File: src/rtl/core/two_tier_transposition_table_defines.svh
// assertion macros for the two-tier transposition table
`ifndef TWO_TIER_TRANSPOSITION_TABLE_DEFINES_SVH
`define TWO_TIER_TRANSPOSITION_TABLE_DEFINES_SVH

`ifndef ASSERT_OFF
`define TTT_ASSERT(lbl, prop, msg) \
    lbl: assert property (@(posedge clk) disable iff (!rst_n) (prop)) else $error(msg);
`define TTT_ASSERT_NEXT(lbl, ante, cons, msg) \
    lbl: assert property (@(posedge clk) disable iff (!rst_n) (ante) |=> (cons)) else $error(msg);
`else
`define TTT_ASSERT(lbl, prop, msg)
`define TTT_ASSERT_NEXT(lbl, ante, cons, msg)
`endif

`endif

File: src/rtl/core/ttt_pkg.sv
// shared types and constants for the two-tier transposition table
`timescale 1ns / 1ps
package ttt_pkg;

    localparam int KEY_W     = 64;
    localparam int DEPTH_W   = 8;
    localparam int EVAL_W    = 16;
    localparam int BOUND_W   = 2;
    localparam int ENTRY_W   = KEY_W + DEPTH_W + EVAL_W + BOUND_W;
    localparam int TABLE_ENTRIES_DEF = 1024;

    localparam logic OP_RECORD = 1'b0;
    localparam logic OP_LOOKUP = 1'b1;

    localparam logic [BOUND_W-1:0] BOUND_EXACT = 2'd0;
    localparam logic [BOUND_W-1:0] BOUND_UPPER = 2'd1;
    localparam logic [BOUND_W-1:0] BOUND_LOWER = 2'd2;
    localparam logic [BOUND_W-1:0] BOUND_NONE  = 2'd3;

    typedef struct packed {
        logic [KEY_W-1:0]          key;
        logic [DEPTH_W-1:0]        depth;
        logic signed [EVAL_W-1:0]  eval;
        logic [BOUND_W-1:0]        bound;
    } entry_t;

    typedef struct packed {
        logic [KEY_W-1:0]          key;
        logic [DEPTH_W-1:0]        depth;
        logic signed [EVAL_W-1:0]  alpha;
        logic signed [EVAL_W-1:0]  beta;
    } probe_req_t;

    typedef struct packed {
        logic                      hit;
        logic signed [EVAL_W-1:0]  score;
    } probe_rsp_t;

endpackage

File: src/rtl/core/ttt_probe.sv
// match and bound check of one stored entry against a lookup
`timescale 1ns / 1ps
module ttt_probe
    import ttt_pkg::*;
(
    input  entry_t     ent,
    input  probe_req_t req,
    output probe_rsp_t rsp
);

    logic usable;

    assign usable = (ent.key == req.key) && (ent.depth > req.depth);

    always_comb
    begin
        rsp = '0;
        if (usable)
        begin
            case (ent.bound)
                BOUND_EXACT:
                begin
                    rsp.hit   = 1'b1;
                    rsp.score = ent.eval;
                end
                BOUND_UPPER:
                begin
                    if ($signed(ent.eval) <= $signed(req.alpha))
                    begin
                        rsp.hit   = 1'b1;
                        rsp.score = req.alpha;
                    end
                end
                BOUND_LOWER:
                begin
                    if ($signed(ent.eval) >= $signed(req.beta))
                    begin
                        rsp.hit   = 1'b1;
                        rsp.score = req.beta;
                    end
                end
                BOUND_NONE:
                begin
                    rsp = '0;
                end
                default:
                begin
                    rsp = '0;
                end
            endcase
        end
    end

endmodule

File: config.mk
export PLATFORM = sky130hd
export DESIGN_NAME = ttt_probe
export DESIGN_NICKNAME = d
export VERILOG_FILES = /design/src/rtl/core/two_tier_transposition_table_defines.svh /design/src/rtl/core/ttt_pkg.sv /design/src/rtl/core/ttt_probe.sv
export SDC_FILE = /design/constraint.sdc
export NUM_CORES = 1
export LEC_CHECK = 0
export ABC_AREA = 1
export BUFFER_PORTS_ARGS = -buffer_cell sky130_fd_sc_hd__buf_2
export CAP_MARGIN = 15
export CORE_AREA = 2 2 82 84
export DETAILED_ROUTE_END_ITERATION = 8
export DIE_AREA = 0 0 84 86
export PLACE_DENSITY_LB_ADDON = 0.12
export SLEW_MARGIN = 20
export SYNTH_ARGS = -nofsm -noshare
export SYNTH_HDL_FRONTEND = slang
export SYNTH_SLANG_ARGS = --single-unit
File: constraint.sdc
create_clock -name vclk -period 6.3
set_clock_uncertainty 0.2 [all_clocks]
set_input_delay 0.945 -clock vclk [all_inputs]
set_output_delay 0.945 -clock vclk [all_outputs]
set_load 0.02 [all_outputs]
# Word-level counts from Yosys, hierarchy flattened
# Index checks and enable logic that the tools add are counted.
[op_classes]
eq_ne = 4
muxes = 4
div_mod_pow = 0
order_cmp = 3
mul = 0
n_reduce_logical = 2
bitwise_logic = 0
shifts = 0
addsub = 0
[ops]
columns = ["operator", "n"]
rows = [
  ["$pmux W17 S4", 1],
  ["$eq A64 B64 Y1", 1],
  ["$mux W17", 3],
  ["$ge A16 B16 Y1", 1],
  ["$le A16 B16 Y1", 1],
  ["$gt A8 B8 Y1", 1],
  ["$eq A2 B2 Y1 const B", 2],
  ["$eq A2 B1 Y1 const B", 1],
  ["$logic_not A2 Y1", 1],
  ["$logic_and A1 B1 Y1", 1],
]
[totals]
latch_bits = 0
n_memories = 0
output_inout_bits = 17
ram_bits = 0
register_bits = 0
input_bits = 194
elab_cells = 13
romBits = 0

# Longest topological paths before layout
[logic_depth]
ltp_word = 4
depth_mapped = 18

# Worst setup path before layout
# No wires, ideal clock.
[synth_timing]
kind = "input port to output port"
startpoint = "input req[15] in the netlist's numbering"
endpoint = "output rsp[10] in the netlist's numbering"
stages = 14
arrival_time_ns = 2.382
path_slack_ns = 2.773
required_ns = 5.155
path_buffers = 1
cell_sequence = "inv_1 ha_1 nand2_2 inv_1 nand2_1 nand2_1 a21oi_1 nand4_1 nand3_4 buf_12 nand3_2 nand3_1 nand2_1 inv_1"
[synth_lines]
columns = ["item", "line_no", "text"]
rows = [
  ["start, declared", "ttt_probe.sv:7", "input probe_req_t req,"],
  ["end, declared", "ttt_probe.sv:8", "output probe_rsp_t rsp"],
]

==> metrics.md <==
| Metric | Value |
|---|---|
| Outcome | `completed` |
| Cell-by-cell listing of the critical path | `buf_2, ha_1, nand2_2, inv_1, nand2_1, nand2_1, a21oi_1, nand3_1, nand2_1, nand3_4, nand3_1, nand3_1, nand2_1, inv_1, buf_2` |
| Pwr per Cell Area | `just over 60 nW/µm²` |
| Origin of the worst setup path | `ent[17]` |
| Global Route met2 Usage | `0.4276` |
| Relative max-transition margin | `0.5971` |
| Starting Density | `0.4138` |
| Seq_cells | `0` |
| Fraction of final layout cells sized beyond drive strength 1 | `0.3599` |
| Count of cell types in the netlist | `29` |
| WL per Instance | `between 10 and 15 µm` |
| Final RePlAce weighted congestion | `around 0.86` |
| Die Y | `between 80 and 90 µm` |
| Maximum number of pins on one net before global-route repair | `34` |
| Number of setup buffers added after CTS | `0` |
| Global routing met1 resource utilization | `0.2693` |
| Worst hold start | `req[31]` |
| Final count of hold timing violations | `0` |
| Aggregate global-route resource usage | `0.2233` |
| DRC Markers | `0` |
| Hold Path End | `rsp[15]` |
| Post-route design area | `3697 µm²` |
| Number of iterations in the first detailed-routing pass | `4` |
| Worst hold path type | `input pin to output pin` |
| Buffers and inverters on the worst path | `4` |
| Leakage power of the design | `0.002374 µW` |
| Stage delay of the slowest cell on the critical path | `between 0.3 and 0.4 ns` |
| Non-filler instance count after layout | `730` |
| Final wirelength | `8.074 mm` |
| Max-slew violation count | `0` |
| Number of warnings reported in the yosys synthesis log | `0` |
| Transition time at the pin with the least slew margin | `about 0.6 ns` |
| Final critical delay including setup and external delays | `between 3 and 4 ns` |
| Number of global-route vias before repair | `around 3,400` |
| Setup_tns | `0 ns` |
| Count of hold-fix buffers inserted at cts | `0` |
| Worst endpoint required time | `5.15 ns` |
| Largest delay contributor family on the critical path | `simple AND/OR/NAND/NOR gates` |
| Commonest non-fill, non-tap cell in the layout | `buf_2` |
| Critical path startpoint category | `input pin` |
| Maximum operating frequency | `250.0 MHz` |
| Ant. Diodes | `0` |
| Met3 demand-to-capacity share in global routing | `0.02791` |
| Post-synth net total | `between 600 and 700` |
| Number of violations of the max-capacitance limit | `0` |
| Most used cell along the critical path | `nand2_1` |
| Start-to-end type of the worst setup path | `input pin to output pin` |
| Die area | `7224 µm²` |
| Cell with the biggest individual delay on the critical path | `ha_1` |
| Dpl cells | `730` |
| Via density | `between 4 and 5` |
| Storage cell area | `0 µm²` |
| Remaining global-route overflow | `0` |
| Worst hold path stage count | `6` |
| Post-synthesis average cell area | `5.798 µm²` |
| Part of the Yosys area used for sequential elements | `0` |
| Max IR drop VDD | `52.03 µV` |
| Final setup fails | `0` |
| Synth-to-layout area growth | `42.34%` |
| Iter 0 DRT Violations | `slightly below 90` |
| Placed cell areas | `about 3700 µm²` |
| Net count reported at finish | `889` |
| Total number of vias | `approximately 3,400` |
| Critical path peak fanout | `17` |
| Number of nets still failing antenna checks after routing | `0` |
| Synth Cell Area | `2597 µm²` |
| Final Cycle Share | `0.6349` |
| Die W | `approximately 84 µm` |
| Number of clock-tree buffers in the layout | `0` |
| Count of mapped cells out of synthesis | `roughly 450` |
| Kind of end point of the critical path | `output pin` |
| Wire length of the first global-routing pass | `roughly 14 mm` |
| Layer carrying the most global-route usage | `met2` |
| Number of port buffers | `around 210` |
| Std-Cell Rows | `29` |
| Setup repair after global routing missed its margin | `no` |
| Initial antenna violation count | `0` |
| Io pins | `~210` |
| Core ar. | `between 6000 and 7000 µm²` |
| Commonest non-fill, non-tap cells in the layout | `buf_2 (211), nand2_1 (94), inv_1 (86), nor2_1 (58)` |
| Worst Path Arrival | `roughly 2.9 ns` |
| Post-cts resize count | `0` |
| Dpl hpwl | `roughly 7.3 mm` |
[where the power goes]
group          internal, µW  switching, µW  leakage, µW  total [µW]
Clock                     0              0            0           0
Sequential                0              0            0           0
Combinational           110            114      0.00237         224
[cells by family after synthesis]
logic type                 synth area share
and+or+nand+nor                      0.4119
buffers and inverters                0.1513
xor gates and xnor gates             0.1855
adders and majority gates            0.1927
AOI/OAI and AO/OA                   0.05877
[metal layers]
layer | part of all wire | vias up
met5 | 0 | -
met4 | 0.014 | 0
met3 | 0.074 | 14
met2 | 0.50 | 159
met1 | 0.41 | 1420
li1 | - | 1812
[cell type report]
type,count,area [µm²]
tap,77,96.34
fill,686,2580
multi-input combinational,354,2207
timing repair buffer,213,1071
inverter,86,322.8
[how the worst max path moves through the flow]
stage              end  slack, ns  depth (start not counted)
5_1_grt         rsp[4]       2.03                         16
6_report        rsp[5]       2.30                         15
2_1_floorplan  rsp[10]       2.77                         14
3_5_place_dp    rsp[5]       2.28                         15
4_1_cts         rsp[5]       2.28                         15
3_3_place_gp    rsp[5]       2.28                         15
[Yosys cell counts, drive strengths merged]
| cell | instances | share of area |
|---|---|---|
| o22ai | 4 | 0.0096 |
| a21oi | 16 | 0.031 |
| xnor2 | 47 | 0.16 |
| inv | 86 | 0.12 |
| nand3b | 1 | 0.0043 |
| ha | 40 | 0.19 |
| buf | 5 | 0.021 |
| o21bai | 1 | 0.0029 |
| a22o | 2 | 0.0067 |
| nand4 | 7 | 0.017 |
| nor3 | 3 | 0.0058 |
| nand3 | 58 | 0.14 |
| o21ai | 3 | 0.0058 |
| or2 | 1 | 0.0024 |
| clkbuf | 3 | 0.0058 |
| xor2 | 8 | 0.027 |
| nor2 | 63 | 0.10 |
| a21o | 1 | 0.0029 |
| nand2 | 99 | 0.15 |
[through the flow]
stage               power, µW  worst slack, ns  hold WS, ns    util
finish                  223.7            2.300        2.132  0.5890
global route            257.3            2.035        2.193  0.5890
CTS                     225.7            2.280        2.138  0.5886
detailed placement      224.7            2.282        2.137  0.5886
global placement        219.4            2.282        2.131  0.5886
floorplan               133.1            2.773        1.936       -
Power figures use the tool's default switching activity.
